--- src/rtl/core/bafr_pkg.sv ---
`default_nettype none
// ----------------------------------------------------------------------------
// bafr_pkg
// Shared types and codes of the bump allocator with a first-fit run table.
// ----------------------------------------------------------------------------
package bafr_pkg;

   // result status codes
   localparam logic [2:0] ST_REUSED  = 3'd0;
   localparam logic [2:0] ST_BUMPED  = 3'd1;
   localparam logic [2:0] ST_REJECT  = 3'd2;
   localparam logic [2:0] ST_OOM     = 3'd3;
   localparam logic [2:0] ST_IGNORED = 3'd4;
   localparam logic [2:0] ST_FREED   = 3'd5;
   localparam logic [2:0] ST_DROPPED = 3'd6;

   // configuration register indexes
   localparam logic CSR_HEAP_BASE = 1'b0;
   localparam logic CSR_HEAP_CAP  = 1'b1;

   localparam logic [31:0] DEFAULT_ALIGN = 32'd8;

   // outcome of testing one free run against a request
   typedef struct packed {
      logic hit;
      logic keep_tail;
      logic keep_lead;
   } fit_type;

endpackage
`default_nettype wire

--- src/rtl/core/bump_allocator_first_fit_reuse.sv ---
`default_nettype none
// ----------------------------------------------------------------------------
// bump_allocator_first_fit_reuse
// Heap allocator: first fit over a table of free runs, bump pointer behind.
// ----------------------------------------------------------------------------
// Usage:
//   Request words (req_*) carry an allocate (req_kind 0: size, align) or a
//   free (req_kind 1: address, size). Each word yields one response word
//   (rsp_*) with the address, a status code and the running statistics.
//   The free-run table lives in one RAM with a registered read port.
//   A rejected, ignored or dropped word passes through decode, finish and
//   output; a free passes through decode, push, finish and output. An
//   allocate scans the table newest first, one entry a cycle through the
//   RAM read port, then on a hit closes the gap by copying the runs above
//   it down one slot, one a cycle, and pushes the kept sliver; with no hit
//   it bumps. One word is in work at a time and the next is taken in the
//   cycle after the response is loaded.
//   The response sits in an output register; a new request is taken while
//   it waits, and the block only stalls at its final step if rsp_ready is low.
//   Reset empties the table and clears all totals, base and capacity. A write
//   of heap_capacity does the same with the bump pointer at heap_base; the
//   table RAM is never cleared, its fill count covers it.
// ----------------------------------------------------------------------------
module bump_allocator_first_fit_reuse #(
   parameter int FREE_SLOTS = 32,
   parameter int NODE_BYTES = 16,
   parameter int ADDR_BITS  = 32
) (
   input  wire logic        clock,
   input  wire logic        reset,
   input  wire logic        csr_wr_en,
   input  wire logic        csr_index,
   input  wire logic [31:0] csr_wr_data,
   input  wire logic        req_valid,
   output logic             req_ready,
   input  wire logic        req_kind,
   input  wire logic [31:0] req_size,
   input  wire logic [31:0] req_align,
   input  wire logic [31:0] req_free_addr,
   output logic             rsp_valid,
   input  wire logic        rsp_ready,
   output logic [31:0]      rsp_result_addr,
   output logic [2:0]       rsp_status,
   output logic [31:0]      rsp_out_live_bytes,
   output logic [31:0]      rsp_out_peak_bytes,
   output logic [31:0]      rsp_out_free_bytes,
   output logic [31:0]      rsp_out_alloc_count,
   output logic [31:0]      rsp_out_release_count,
   output logic [31:0]      rsp_out_reuse_count,
   output logic [31:0]      rsp_out_oom_count
);

   localparam int IDXW = (FREE_SLOTS > 1) ? $clog2(FREE_SLOTS) : 1;
   localparam int CNTW = $clog2(FREE_SLOTS + 1);
   localparam int WB   = (ADDR_BITS > 32) ? ADDR_BITS : 32;
   localparam int RW   = ADDR_BITS + 32;

   localparam logic [2:0] S_IDLE  = 3'd0;
   localparam logic [2:0] S_DEC   = 3'd1;
   localparam logic [2:0] S_SCAN  = 3'd2;
   localparam logic [2:0] S_SHIFT = 3'd3;
   localparam logic [2:0] S_PUSH  = 3'd4;
   localparam logic [2:0] S_BUMP  = 3'd5;
   localparam logic [2:0] S_FIN   = 3'd6;
   localparam logic [2:0] S_OUT   = 3'd7;

   logic [2:0]           state_ff, state_in;
   logic [ADDR_BITS-1:0] base_ff, base_in;
   logic [ADDR_BITS-1:0] end_ff, end_in;
   logic [31:0]          cap_ff, cap_in;
   logic [CNTW-1:0]      entries_ff, entries_in;
   logic [ADDR_BITS-1:0] bump_ff, bump_in;
   logic [31:0]          live_ff, live_in;
   logic [31:0]          peak_ff, peak_in;
   logic [31:0]          span_sum_ff, span_sum_in;
   logic [31:0]          alloc_ff, alloc_in;
   logic [31:0]          release_ff, release_in;
   logic [31:0]          reuse_ff, reuse_in;
   logic [31:0]          oom_ff, oom_in;

   logic                 kind_ff, kind_in;
   logic [31:0]          size_ff, size_in;
   logic [31:0]          align_ff, align_in;
   logic [ADDR_BITS-1:0] faddr_ff, faddr_in;
   logic [2:0]           status_ff, status_in;
   logic [ADDR_BITS-1:0] addr_ff, addr_in;
   logic [ADDR_BITS-1:0] tail_ff, tail_in;

   logic                 rd_more_ff, rd_more_in;
   logic [IDXW-1:0]      rd_idx_ff, rd_idx_in;
   logic                 ev_valid_ff, ev_valid_in;
   logic [IDXW-1:0]      ev_idx_ff, ev_idx_in;
   logic [CNTW-1:0]      sh_rd_ff, sh_rd_in;
   logic                 sh_wv_ff, sh_wv_in;
   logic [IDXW-1:0]      sh_wa_ff, sh_wa_in;
   logic                 push_en_ff, push_en_in;
   logic [ADDR_BITS-1:0] push_start_ff, push_start_in;
   logic [31:0]          push_span_ff, push_span_in;

   logic                 rsp_valid_ff, rsp_valid_in;
   logic [31:0]          rsp_addr_ff, rsp_addr_in;
   logic [2:0]           rsp_status_ff, rsp_status_in;
   logic [31:0]          rsp_live_ff, rsp_live_in;
   logic [31:0]          rsp_peak_ff, rsp_peak_in;
   logic [31:0]          rsp_free_ff, rsp_free_in;
   logic [31:0]          rsp_alloc_ff, rsp_alloc_in;
   logic [31:0]          rsp_release_ff, rsp_release_in;
   logic [31:0]          rsp_reuse_ff, rsp_reuse_in;
   logic [31:0]          rsp_oom_ff, rsp_oom_in;

   // table RAM ports
   logic                 ram_wr_en;
   logic [IDXW-1:0]      ram_wr_addr;
   logic [RW-1:0]        ram_wr_data;
   logic                 ram_rd_en;
   logic [IDXW-1:0]      ram_rd_addr;
   logic [RW-1:0]        ram_rd_data;

   // fit check of the run at the RAM output
   logic [ADDR_BITS-1:0] fit_place;
   logic [ADDR_BITS-1:0] fit_keep_start;
   logic [31:0]          fit_keep_span;
   bafr_pkg::fit_type    fit;

   // decode and bump helpers
   logic [31:0]          align_eff;
   logic [31:0]          mask;
   logic [ADDR_BITS-1:0] mask_a;
   logic [ADDR_BITS-1:0] bump_place;
   logic                 bump_fail;
   logic                 sh_rd_go;
   logic [32:0]          live_sum;
   logic [WB:0]          free_sum;

   bafr_ram #(
      .WIDTH (RW),
      .DEPTH (FREE_SLOTS)
   ) u_table (
      .clock   (clock),
      .wr_en   (ram_wr_en),
      .wr_addr (ram_wr_addr),
      .wr_data (ram_wr_data),
      .rd_en   (ram_rd_en),
      .rd_addr (ram_rd_addr),
      .rd_data (ram_rd_data)
   );

   bafr_fit #(
      .ADDR_BITS  (ADDR_BITS),
      .NODE_BYTES (NODE_BYTES)
   ) u_fit (
      .run_start  (ram_rd_data[RW-1:32]),
      .run_span   (ram_rd_data[31:0]),
      .size       (size_ff),
      .mask       (mask),
      .place      (fit_place),
      .keep_start (fit_keep_start),
      .keep_span  (fit_keep_span),
      .fit        (fit)
   );

   assign req_ready             = (state_ff == S_IDLE);
   assign rsp_valid             = rsp_valid_ff;
   assign rsp_result_addr       = rsp_addr_ff;
   assign rsp_status            = rsp_status_ff;
   assign rsp_out_live_bytes    = rsp_live_ff;
   assign rsp_out_peak_bytes    = rsp_peak_ff;
   assign rsp_out_free_bytes    = rsp_free_ff;
   assign rsp_out_alloc_count   = rsp_alloc_ff;
   assign rsp_out_release_count = rsp_release_ff;
   assign rsp_out_reuse_count   = rsp_reuse_ff;
   assign rsp_out_oom_count     = rsp_oom_ff;

   always_comb begin
      // align and size are already adjusted after decode
      align_eff  = (align_ff == 32'd0) ? bafr_pkg::DEFAULT_ALIGN : align_ff;
      mask       = align_ff - 32'd1;
      mask_a     = ADDR_BITS'(mask);
      bump_place = (bump_ff + mask_a) & ~mask_a;
      bump_fail  = (bump_place < bump_ff) || (bump_place >= end_ff)
                   || (WB'(size_ff) > WB'(end_ff - bump_place));
      sh_rd_go   = (sh_rd_ff < entries_ff);
      live_sum   = {1'b0, live_ff} + {1'b0, size_ff};
      free_sum   = (WB + 1)'(tail_ff) + (WB + 1)'(span_sum_ff);
   end

   always_comb begin
      state_in       = state_ff;
      base_in        = base_ff;
      end_in         = end_ff;
      cap_in         = cap_ff;
      entries_in     = entries_ff;
      bump_in        = bump_ff;
      live_in        = live_ff;
      peak_in        = peak_ff;
      span_sum_in    = span_sum_ff;
      alloc_in       = alloc_ff;
      release_in     = release_ff;
      reuse_in       = reuse_ff;
      oom_in         = oom_ff;
      kind_in        = kind_ff;
      size_in        = size_ff;
      align_in       = align_ff;
      faddr_in       = faddr_ff;
      status_in      = status_ff;
      addr_in        = addr_ff;
      tail_in        = tail_ff;
      rd_more_in     = rd_more_ff;
      rd_idx_in      = rd_idx_ff;
      ev_valid_in    = 1'b0;
      ev_idx_in      = ev_idx_ff;
      sh_rd_in       = sh_rd_ff;
      sh_wv_in       = 1'b0;
      sh_wa_in       = sh_wa_ff;
      push_en_in     = push_en_ff;
      push_start_in  = push_start_ff;
      push_span_in   = push_span_ff;
      rsp_valid_in   = rsp_valid_ff && !rsp_ready;
      rsp_addr_in    = rsp_addr_ff;
      rsp_status_in  = rsp_status_ff;
      rsp_live_in    = rsp_live_ff;
      rsp_peak_in    = rsp_peak_ff;
      rsp_free_in    = rsp_free_ff;
      rsp_alloc_in   = rsp_alloc_ff;
      rsp_release_in = rsp_release_ff;
      rsp_reuse_in   = rsp_reuse_ff;
      rsp_oom_in     = rsp_oom_ff;
      ram_wr_en      = 1'b0;
      ram_wr_addr    = sh_wa_ff;
      ram_wr_data    = ram_rd_data;
      ram_rd_en      = 1'b0;
      ram_rd_addr    = rd_idx_ff;

      unique case (state_ff)
         S_IDLE: begin
            if (req_valid) begin
               kind_in  = req_kind;
               size_in  = req_size;
               align_in = req_align;
               faddr_in = ADDR_BITS'(req_free_addr);
               addr_in  = '0;
               state_in = S_DEC;
            end
         end
         S_DEC: begin
            // settle defaults, then route the word
            align_in = align_eff;
            if (size_ff < 32'(NODE_BYTES)) begin
               size_in = 32'(NODE_BYTES);
            end
            if (kind_ff) begin
               if ((faddr_ff == '0) || (faddr_ff < base_ff) || (faddr_ff >= end_ff)) begin
                  status_in = bafr_pkg::ST_IGNORED;
                  state_in  = S_FIN;
               end else if (entries_ff >= CNTW'(FREE_SLOTS)) begin
                  status_in = bafr_pkg::ST_DROPPED;
                  state_in  = S_FIN;
               end else begin
                  status_in     = bafr_pkg::ST_FREED;
                  push_start_in = faddr_ff;
                  push_span_in  = (size_ff < 32'(NODE_BYTES)) ? 32'(NODE_BYTES) : size_ff;
                  state_in      = S_PUSH;
               end
            end else if ((size_ff == 32'd0) || ((align_eff & (align_eff - 32'd1)) != 32'd0)) begin
               status_in = bafr_pkg::ST_REJECT;
               state_in  = S_FIN;
            end else if (entries_ff == '0) begin
               state_in = S_BUMP;
            end else begin
               rd_idx_in  = IDXW'(entries_ff - CNTW'(1));
               rd_more_in = 1'b1;
               state_in   = S_SCAN;
            end
         end
         S_SCAN: begin
            // issue the next read while the previous run is tested
            ram_rd_en   = rd_more_ff;
            ram_rd_addr = rd_idx_ff;
            if (rd_more_ff) begin
               ev_valid_in = 1'b1;
               ev_idx_in   = rd_idx_ff;
               rd_idx_in   = rd_idx_ff - IDXW'(1);
               rd_more_in  = (rd_idx_ff != '0);
            end
            if (ev_valid_ff && fit.hit) begin
               ev_valid_in   = 1'b0;
               status_in     = bafr_pkg::ST_REUSED;
               addr_in       = fit_place;
               push_en_in    = fit.keep_tail || fit.keep_lead;
               push_start_in = fit_keep_start;
               push_span_in  = fit_keep_span;
               span_sum_in   = span_sum_ff - ram_rd_data[31:0];
               sh_rd_in      = CNTW'(ev_idx_ff) + CNTW'(1);
               state_in      = S_SHIFT;
            end else if (ev_valid_ff && (ev_idx_ff == '0)) begin
               ev_valid_in = 1'b0;
               state_in    = S_BUMP;
            end
         end
         S_SHIFT: begin
            // move runs above the hole down one slot
            ram_rd_en   = sh_rd_go;
            ram_rd_addr = IDXW'(sh_rd_ff);
            ram_wr_en   = sh_wv_ff;
            if (sh_rd_go) begin
               sh_wv_in = 1'b1;
               sh_wa_in = IDXW'(sh_rd_ff - CNTW'(1));
               sh_rd_in = sh_rd_ff + CNTW'(1);
            end else if (!sh_wv_ff) begin
               entries_in = entries_ff - CNTW'(1);
               state_in   = push_en_ff ? S_PUSH : S_FIN;
            end
         end
         S_PUSH: begin
            ram_wr_en   = 1'b1;
            ram_wr_addr = IDXW'(entries_ff);
            ram_wr_data = {push_start_ff, push_span_ff};
            entries_in  = entries_ff + CNTW'(1);
            span_sum_in = span_sum_ff + push_span_ff;
            state_in    = S_FIN;
         end
         S_BUMP: begin
            if (bump_fail) begin
               status_in = bafr_pkg::ST_OOM;
            end else begin
               status_in = bafr_pkg::ST_BUMPED;
               addr_in   = bump_place;
               bump_in   = bump_place + ADDR_BITS'(size_ff);
            end
            state_in = S_FIN;
         end
         S_FIN: begin
            tail_in = (bump_ff <= end_ff) ? (end_ff - bump_ff) : '0;
            case (status_ff) inside
               bafr_pkg::ST_REUSED, bafr_pkg::ST_BUMPED: begin
                  alloc_in = alloc_ff + 32'd1;
                  live_in  = live_sum[32] ? 32'hFFFF_FFFF : live_sum[31:0];
                  if (status_ff == bafr_pkg::ST_REUSED) begin
                     reuse_in = reuse_ff + 32'd1;
                  end
               end
               bafr_pkg::ST_OOM: begin
                  oom_in = oom_ff + 32'd1;
               end
               bafr_pkg::ST_FREED: begin
                  release_in = release_ff + 32'd1;
                  live_in    = (push_span_ff <= live_ff) ? (live_ff - push_span_ff) : 32'd0;
               end
               default: begin
               end
            endcase
            state_in = S_OUT;
         end
         S_OUT: begin
            // hold until the output register is free
            if (!rsp_valid_ff || rsp_ready) begin
               peak_in        = (live_ff > peak_ff) ? live_ff : peak_ff;
               rsp_valid_in   = 1'b1;
               rsp_addr_in    = 32'(WB'(addr_ff));
               rsp_status_in  = status_ff;
               rsp_live_in    = live_ff;
               rsp_peak_in    = (live_ff > peak_ff) ? live_ff : peak_ff;
               rsp_free_in    = (free_sum > (WB + 1)'(32'hFFFF_FFFF)) ? 32'hFFFF_FFFF
                                                                       : free_sum[31:0];
               rsp_alloc_in   = alloc_ff;
               rsp_release_in = release_ff;
               rsp_reuse_in   = reuse_ff;
               rsp_oom_in     = oom_ff;
               state_in       = S_IDLE;
            end
         end
         default: begin
            state_in = S_IDLE;
         end
      endcase

      // register writes must arrive only while idle; the block does not enforce this
      if (csr_wr_en) begin
         unique case (csr_index)
            bafr_pkg::CSR_HEAP_BASE: begin
               base_in = ADDR_BITS'(csr_wr_data);
               end_in  = ADDR_BITS'(csr_wr_data) + ADDR_BITS'(cap_ff);
            end
            bafr_pkg::CSR_HEAP_CAP: begin
               cap_in      = csr_wr_data;
               end_in      = base_ff + ADDR_BITS'(csr_wr_data);
               entries_in  = '0;
               bump_in     = base_ff;
               live_in     = '0;
               peak_in     = '0;
               span_sum_in = '0;
               alloc_in    = '0;
               release_in  = '0;
               reuse_in    = '0;
               oom_in      = '0;
            end
            default: begin
            end
         endcase
      end
   end

   always_ff @(posedge clock) begin
      if (reset) begin
         state_ff     <= S_IDLE;
         base_ff      <= '0;
         end_ff       <= '0;
         cap_ff       <= '0;
         entries_ff   <= '0;
         bump_ff      <= '0;
         live_ff      <= '0;
         peak_ff      <= '0;
         span_sum_ff  <= '0;
         alloc_ff     <= '0;
         release_ff   <= '0;
         reuse_ff     <= '0;
         oom_ff       <= '0;
         rd_more_ff   <= 1'b0;
         ev_valid_ff  <= 1'b0;
         sh_wv_ff     <= 1'b0;
         push_en_ff   <= 1'b0;
         rsp_valid_ff <= 1'b0;
      end else begin
         state_ff     <= state_in;
         base_ff      <= base_in;
         end_ff       <= end_in;
         cap_ff       <= cap_in;
         entries_ff   <= entries_in;
         bump_ff      <= bump_in;
         live_ff      <= live_in;
         peak_ff      <= peak_in;
         span_sum_ff  <= span_sum_in;
         alloc_ff     <= alloc_in;
         release_ff   <= release_in;
         reuse_ff     <= reuse_in;
         oom_ff       <= oom_in;
         rd_more_ff   <= rd_more_in;
         ev_valid_ff  <= ev_valid_in;
         sh_wv_ff     <= sh_wv_in;
         push_en_ff   <= push_en_in;
         rsp_valid_ff <= rsp_valid_in;
      end
   end

   always_ff @(posedge clock) begin
      kind_ff        <= kind_in;
      size_ff        <= size_in;
      align_ff       <= align_in;
      faddr_ff       <= faddr_in;
      status_ff      <= status_in;
      addr_ff        <= addr_in;
      tail_ff        <= tail_in;
      rd_idx_ff      <= rd_idx_in;
      ev_idx_ff      <= ev_idx_in;
      sh_rd_ff       <= sh_rd_in;
      sh_wa_ff       <= sh_wa_in;
      push_start_ff  <= push_start_in;
      push_span_ff   <= push_span_in;
      rsp_addr_ff    <= rsp_addr_in;
      rsp_status_ff  <= rsp_status_in;
      rsp_live_ff    <= rsp_live_in;
      rsp_peak_ff    <= rsp_peak_in;
      rsp_free_ff    <= rsp_free_in;
      rsp_alloc_ff   <= rsp_alloc_in;
      rsp_release_ff <= rsp_release_in;
      rsp_reuse_ff   <= rsp_reuse_in;
      rsp_oom_ff     <= rsp_oom_in;
   end

`ifndef SYNTHESIS
   a_fill_bound: assert property (@(posedge clock) disable iff (reset)
      entries_ff <= CNTW'(FREE_SLOTS))
      else $error("run table fill count above capacity");

   a_accept_decodes: assert property (@(posedge clock) disable iff (reset)
      (req_valid && req_ready) |=> (state_ff == S_DEC))
      else $error("accepted word did not enter decode");

   a_push_room: assert property (@(posedge clock) disable iff (reset)
      (state_ff == S_PUSH) |-> (entries_ff < CNTW'(FREE_SLOTS)))
      else $error("push into a full run table");
`endif

endmodule
`default_nettype wire

--- src/rtl/core/bafr_ram.sv ---
`default_nettype none
// ----------------------------------------------------------------------------
// bafr_ram
// Generic single-write, single-read RAM with a registered read port.
// ----------------------------------------------------------------------------
module bafr_ram #(
   parameter int WIDTH = 8,
   parameter int DEPTH = 32
) (
   input  wire logic                                  clock,
   input  wire logic                                  wr_en,
   input  wire logic [((DEPTH > 1) ? $clog2(DEPTH) : 1)-1:0] wr_addr,
   input  wire logic [WIDTH-1:0]                      wr_data,
   input  wire logic                                  rd_en,
   input  wire logic [((DEPTH > 1) ? $clog2(DEPTH) : 1)-1:0] rd_addr,
   output logic      [WIDTH-1:0]                      rd_data
);

   logic [WIDTH-1:0] mem [DEPTH];

   always_ff @(posedge clock) begin
      if (wr_en) begin
         mem[wr_addr] <= wr_data;
      end
      if (rd_en) begin
         rd_data <= mem[rd_addr];
      end
   end

endmodule
`default_nettype wire

--- src/rtl/core/bafr_fit.sv ---
`default_nettype none
// ----------------------------------------------------------------------------
// bafr_fit
// Tests one free run against an aligned request and sizes the kept sliver.
// ----------------------------------------------------------------------------
module bafr_fit #(
   parameter int ADDR_BITS  = 32,
   parameter int NODE_BYTES = 16
) (
   input  wire logic [ADDR_BITS-1:0] run_start,
   input  wire logic [31:0]          run_span,
   input  wire logic [31:0]          size,
   input  wire logic [31:0]          mask,
   output logic      [ADDR_BITS-1:0] place,
   output logic      [ADDR_BITS-1:0] keep_start,
   output logic      [31:0]          keep_span,
   output bafr_pkg::fit_type         fit
);

   localparam int WB = (ADDR_BITS > 32) ? ADDR_BITS : 32;

   logic [ADDR_BITS-1:0] mask_a;
   logic [ADDR_BITS-1:0] lead;
   logic [31:0]          lead32;
   logic [31:0]          room;
   logic [31:0]          tail;

   always_comb begin
      mask_a = ADDR_BITS'(mask);
      place  = (run_start + mask_a) & ~mask_a;
      lead   = place - run_start;
      lead32 = 32'(lead);
      room   = run_span - size;
      tail   = room - lead32;
      fit.hit = (place >= run_start) && (size <= run_span) && (WB'(lead) <= WB'(room));
      fit.keep_tail = (tail >= 32'(NODE_BYTES)) && (tail >= lead32);
      fit.keep_lead = !fit.keep_tail && (lead32 >= 32'(NODE_BYTES));
      keep_start = fit.keep_tail ? (place + ADDR_BITS'(size)) : run_start;
      keep_span  = fit.keep_tail ? tail : lead32;
   end

endmodule
`default_nettype wire
--- config.mk ---
export PLATFORM = sky130hd
export DESIGN_NAME = bump_allocator_first_fit_reuse
export DESIGN_NICKNAME = d
export VERILOG_FILES = /design/src/rtl/core/bafr_pkg.sv /design/src/rtl/core/bump_allocator_first_fit_reuse.sv /design/src/rtl/core/bafr_ram.sv /design/src/rtl/core/bafr_fit.sv
export SDC_FILE = /design/constraint.sdc
export NUM_CORES = 2
export LEC_CHECK = 0
export ABC_CLOCK_PERIOD_IN_PS = 16100
export BUFFER_PORTS_ARGS = -buffer_cell sky130_fd_sc_hd__buf_2
export CAP_MARGIN = 20
export CORE_MARGIN = 4
export CORE_UTILIZATION = 45
export DETAILED_ROUTE_END_ITERATION = 8
export SLEW_MARGIN = 15
export SYNTH_ARGS = -nofsm -noshare
export SYNTH_HDL_FRONTEND = slang
export SYNTH_SLANG_ARGS = --single-unit
--- constraint.sdc ---
create_clock -name clock -period 16.1 [get_ports clock]
set_input_delay 1.61 -clock clock [delete_from_list [all_inputs] [get_ports clock]]
set_output_delay 1.61 -clock clock [all_outputs]
set_load 0.03 [all_outputs]
==> results.rst <==
.. list-table::
   :header-rows: 1

   * - Metric
     - Value
   * - Result of the run
     - complete, no violations
   * - Floorplan die width
     - 572 um
   * - Power density over the cells
     - 178 nW/um2
   * - GP Congestion
     - 0.973
   * - Number of global-route vias before repair
     - 94,200
   * - Largest register FFs
     - 2,048
   * - RSZ-0062 raised after global routing
     - false
   * - Number of remaining DRC errors
     - 0
   * - Number of buffers created by CTS
     - 325
   * - Clock Skews
     - 41.2 ps
   * - Hold Vio Cnt, Final
     - 0
   * - Routed vias
     - 97,300
   * - Wire length of the first global-routing pass
     - 682 mm
   * - Count of buffer and inverter cells on the critical path
     - 5
   * - WHS
     - 418 ps
   * - Floorplan Core Area
     - 316,000 um2
   * - Wirelength per Cell
     - 30.1 um
   * - Worst slew margin relative to its limit
     - 0.164
   * - Sequential fraction of the synthesis area
     - 0.600
   * - Syn nets
     - 11,900
   * - Number of flops mapped to enable cells by yosys
     - 2,620
   * - Skew-Pair Late Insertion Delay
     - 930 ps
   * - Post-CTS setup buffers
     - 0
   * - Count of buffers from port buffering
     - 395
   * - GRT Residual Overflow
     - 0
   * - Height of the die
     - 572 um
   * - Filler Cells Inserted
     - 26,700
   * - Clk root buf
     - sky130_fd_sc_hd__clkbuf_16
   * - Period utilisation layout
     - 0.851
   * - Worst Setup SP
     - align_ff[0]
   * - Top fanout value on the critical path
     - 48
   * - H-tree depth reported by CTS
     - 5
   * - Register clock-pin slew on the reported worst setup and hold paths
     - 70 ps
   * - R2r setup slk
     - 2400 ps
   * - Post-route setup TNS
     - 0 ps
   * - DR WL met2
     - 223 mm
   * - Class of the tightest hold or removal check
     - reg -> reg
   * - Worst setup path category
     - reg -> reg
   * - Mean post-synth cell area
     - 12.9 um2
   * - Max Root-Sink Buffers
     - 4
   * - Data arrival, critical path
     - 14,360 ps
   * - Crit path top cell by count
     - sky130_fd_sc_hd__ha_1
   * - Worst-margin pin slew
     - 1250 ps
   * - Gate power share
     - 0.411
   * - Leading registers by flop count
     - u_table.mem x2048, u_table.rd_data x64
   * - Post-Place Cell Area
     - 151,000 um2
   * - HPWL reported at the end of detailed placement
     - 319 mm
   * - Synth top area share
     - 0.549
   * - Launch instance of the worst register-to-register path
     - align_ff[0]
   * - Warnings from Yosys
     - 0
   * - Number of buffers inserted by hold repair at cts
     - 0
   * - Max-slew violations
     - 0
   * - Worst Hold Launch
     - addr_ff[11]
   * - CP top delay family
     - compound AO/OA/AOI/OAI gates
   * - Cell type with the highest aggregate area in the netlist
     - sky130_fd_sc_hd__edfxtp_1
   * - Number of maximum-capacitance violations
     - 0
   * - Mean number of vias per cell
     - 6.07
   * - Number of setup violations in the final report
     - 0
   * - Floorplan die area
     - 327,000 um2
   * - GRT Util Overall
     - 0.288
   * - Post-synthesis cell count
     - 11,100
   * - Non-filler cells in the finished layout
     - 16,000
   * - Fraction of registers with async set/reset
     - 0
   * - Post-route met1 wirelength
     - 202 mm
   * - I/O pins
     - 396
   * - Biggest area contributors in the synthesized netlist
     - sky130_fd_sc_hd__edfxtp_1 55%, sky130_fd_sc_hd__mux4_2 8.1%, sky130_fd_sc_hd__ha_1 5.6%
   * - Slowest cell on crit path
     - sky130_fd_sc_hd__buf_4
   * - Sequential Power Share
     - 0.327
   * - Delay contributed by the slowest stage of the critical path
     - 840 ps
   * - Lkg Pwr
     - 60.0 nW
   * - Area added between synthesis and finish
     - 13.3%
   * - FF+latch count, synth
     - 2,986
   * - Initial antenna violation count
     - 29
   * - Kind of capture point of the worst setup path
     - flop
   * - Internal power contribution
     - 0.0177 W
   * - Biggest register
     - u_table.mem
   * - Distinct cells, synth
     - 103
   * - Total clock sinks
     - 2,986
   * - Total length of routed wires
     - 483 mm
   * - Std-Cell Rows
     - 206
   * - Final non-filler cell area
     - 162,000 um2
   * - Clock tree from TritonCTS
     - yes
   * - Switching part of the total
     - 0.387
   * - NetSw
     - 0.0112 W
   * - Effective utilization at floorplan
     - 0.453
   * - Fraction of layout cells with a size suffix above 1
     - 0.156
   * - Count of routing violations after the opening detailed-route iteration
     - 10,600
   * - Achievable frequency
     - 0.0730 GHz
   * - Launching element type of the critical path
     - flop
   * - Remaining antenna violation count after routing
     - 0
   * - Combined area of all synthesized cells
     - 143,000 um2
   * - Number of optimization iterations in the first detailed-route pass
     - 8
   * - Minimum clock period after layout
     - 13,700 ps
   * - DR top layer
     - met5
   * - Post-cts resize count
     - 0
   * - Data required time at the worst endpoint
     - 16,760 ps
   * - Largest net degree at the start of global routing
     - 183
   * - Clock power share
     - 0.262
   * - Detailed route wirelength on metal3
     - 38.4 mm
   * - Maximum ir drop on the vdd rail
     - 0.523 mV
   * - Placed cell count
     - 15,400
   * - Most used flip-flop cell after synthesis
     - sky130_fd_sc_hd__edfxtp_1
   * - Final nets
     - 12,400
final cells by class:
type	instances	area [um2]	share of cell area
sequential	2986	86000	0.530
antenna	12	30.0	0.000185
clock buffer	408	8700	0.0536
inverter	551	2070	0.0127
multi-input combinational	7103	54200	0.334
tap	4160	5200	0.0321
timing repair buffer	632	3980	0.0245
clock inverter	185	2050	0.0127
power groups by stage:
stage          clock, W  combinational, W  sequential, W
2_1_floorplan         0           0.00794        0.00946
3_3_place_gp          0            0.0117        0.00959
3_5_place_dp          0            0.0117        0.00960
4_1_cts         0.00769            0.0118        0.00944
5_1_grt         0.00802            0.0129        0.00946
6_report        0.00756            0.0119        0.00945
cell usage after synthesis (21+ instances only):
cell type                     n
sky130_fd_sc_hd__nor2_1     592
sky130_fd_sc_hd__o211ai_1    34
sky130_fd_sc_hd__or2_2       31
sky130_fd_sc_hd__inv_1      545
sky130_fd_sc_hd__and2_1      40
sky130_fd_sc_hd__edfxtp_1  2620
sky130_fd_sc_hd__o21ai_0    499
sky130_fd_sc_hd__a31oi_1     54
sky130_fd_sc_hd__buf_1      112
sky130_fd_sc_hd__xnor2_1    301
sky130_fd_sc_hd__ha_1       643
sky130_fd_sc_hd__o31ai_1     45
sky130_fd_sc_hd__or4_1       23
sky130_fd_sc_hd__and4_1      21
sky130_fd_sc_hd__a21boi_0    31
sky130_fd_sc_hd__mux2i_1    151
sky130_fd_sc_hd__and3_1      77
sky130_fd_sc_hd__mux4_2     512
sky130_fd_sc_hd__nand4_1     93
sky130_fd_sc_hd__o21bai_1    53
sky130_fd_sc_hd__a21oi_1    567
sky130_fd_sc_hd__mux2_2      37
sky130_fd_sc_hd__nor2b_1     73
sky130_fd_sc_hd__nand2b_1    97
sky130_fd_sc_hd__nor3_1     156
sky130_fd_sc_hd__o22ai_1     30
sky130_fd_sc_hd__nand2_1   1370
sky130_fd_sc_hd__o21a_1      53
sky130_fd_sc_hd__clkbuf_1   298
sky130_fd_sc_hd__nor4_1      49
sky130_fd_sc_hd__or3_1       67
sky130_fd_sc_hd__nand3_1    556
sky130_fd_sc_hd__a21o_1     204
sky130_fd_sc_hd__xor2_1     216
sky130_fd_sc_hd__dfxtp_1    366
sky130_fd_sc_hd__a211oi_1   113
placed cells by master (no fill, tap or decap), types with 48 or more instances in the layout:
cell | Yosys | layout
sky130_fd_sc_hd__o21bai_1 | 53 | 52
sky130_fd_sc_hd__o21ai_0 | 499 | 440
sky130_fd_sc_hd__clkinv_1 | 1 | 60
sky130_fd_sc_hd__o21a_1 | 53 | 53
sky130_fd_sc_hd__mux4_2 | 512 | 512
sky130_fd_sc_hd__xor2_1 | 216 | 216
sky130_fd_sc_hd__nor3_1 | 156 | 156
sky130_fd_sc_hd__nor2b_1 | 73 | 72
sky130_fd_sc_hd__clkinv_2 | 0 | 48
sky130_fd_sc_hd__ha_1 | 643 | 643
sky130_fd_sc_hd__or3_1 | 67 | 67
sky130_fd_sc_hd__nand2b_1 | 97 | 94
sky130_fd_sc_hd__mux2i_1 | 151 | 151
sky130_fd_sc_hd__xnor2_1 | 301 | 301
sky130_fd_sc_hd__buf_4 | 4 | 215
sky130_fd_sc_hd__nor4_1 | 49 | 49
sky130_fd_sc_hd__a31oi_1 | 54 | 54
sky130_fd_sc_hd__edfxtp_1 | 2620 | 2620
sky130_fd_sc_hd__nor2_1 | 592 | 557
sky130_fd_sc_hd__clkbuf_1 | 298 | 63
sky130_fd_sc_hd__nand2_1 | 1370 | 1362
sky130_fd_sc_hd__buf_2 | 9 | 394
sky130_fd_sc_hd__a21oi_1 | 567 | 562
sky130_fd_sc_hd__and3_1 | 77 | 77
sky130_fd_sc_hd__o21ai_2 | 1 | 49
sky130_fd_sc_hd__clkbuf_16 | 0 | 330
sky130_fd_sc_hd__dfxtp_1 | 366 | 366
sky130_fd_sc_hd__inv_1 | 545 | 545
sky130_fd_sc_hd__a211oi_1 | 113 | 113
sky130_fd_sc_hd__nand3_1 | 556 | 556
sky130_fd_sc_hd__a21o_1 | 204 | 202
sky130_fd_sc_hd__nand4_1 | 93 | 93
per-stage QoR:
stage / total power (W) / utilization / setup WS (ps)
final: 0.0289 / 0.514 / 2400
after global routing: 0.0304 / 0.514 / 1710
after CTS: 0.0289 / 0.513 / 2450
after detailed placement: 0.0213 / 0.479 / 2510
after global placement: 0.0213 / 0.478 / 2580
after floorplan: 0.0174 / - / 4780
routing by layer:
layer / GRT usage / vias up
met5: 0 / -
met4: 0.105 / 4
met3: 0.0443 / 715
met2: 0.456 / 4333
met1: 0.403 / 49400
li1: - / 42800
cells by family (layout without fill, tap and decap cells):
kind of cell | Yosys count | count (layout) | synth area share
and+or+nand+nor | 3306 | 3306 | 0.106
buffers and inverters | 976 | 1776 | 0.0259
DFF | 2986 | 2986 | 0.600
other | 0 | 12 | 0
xor gates and xnor gates | 521 | 521 | 0.0321
muxes | 702 | 702 | 0.0942
AOI/OAI and AO/OA | 1913 | 1913 | 0.0834
adders and majority gates | 661 | 661 | 0.0584
final timing paths:
kind | end | cells past startpoint
worst max-delay path | push_span_ff[7] | 48
worst min-delay path | rsp_result_addr[11] | 0
worst max register to register | push_span_ff[7] | 48
worst min register to register | rsp_result_addr[11] | 0
(Power assumes the default switching activity.)
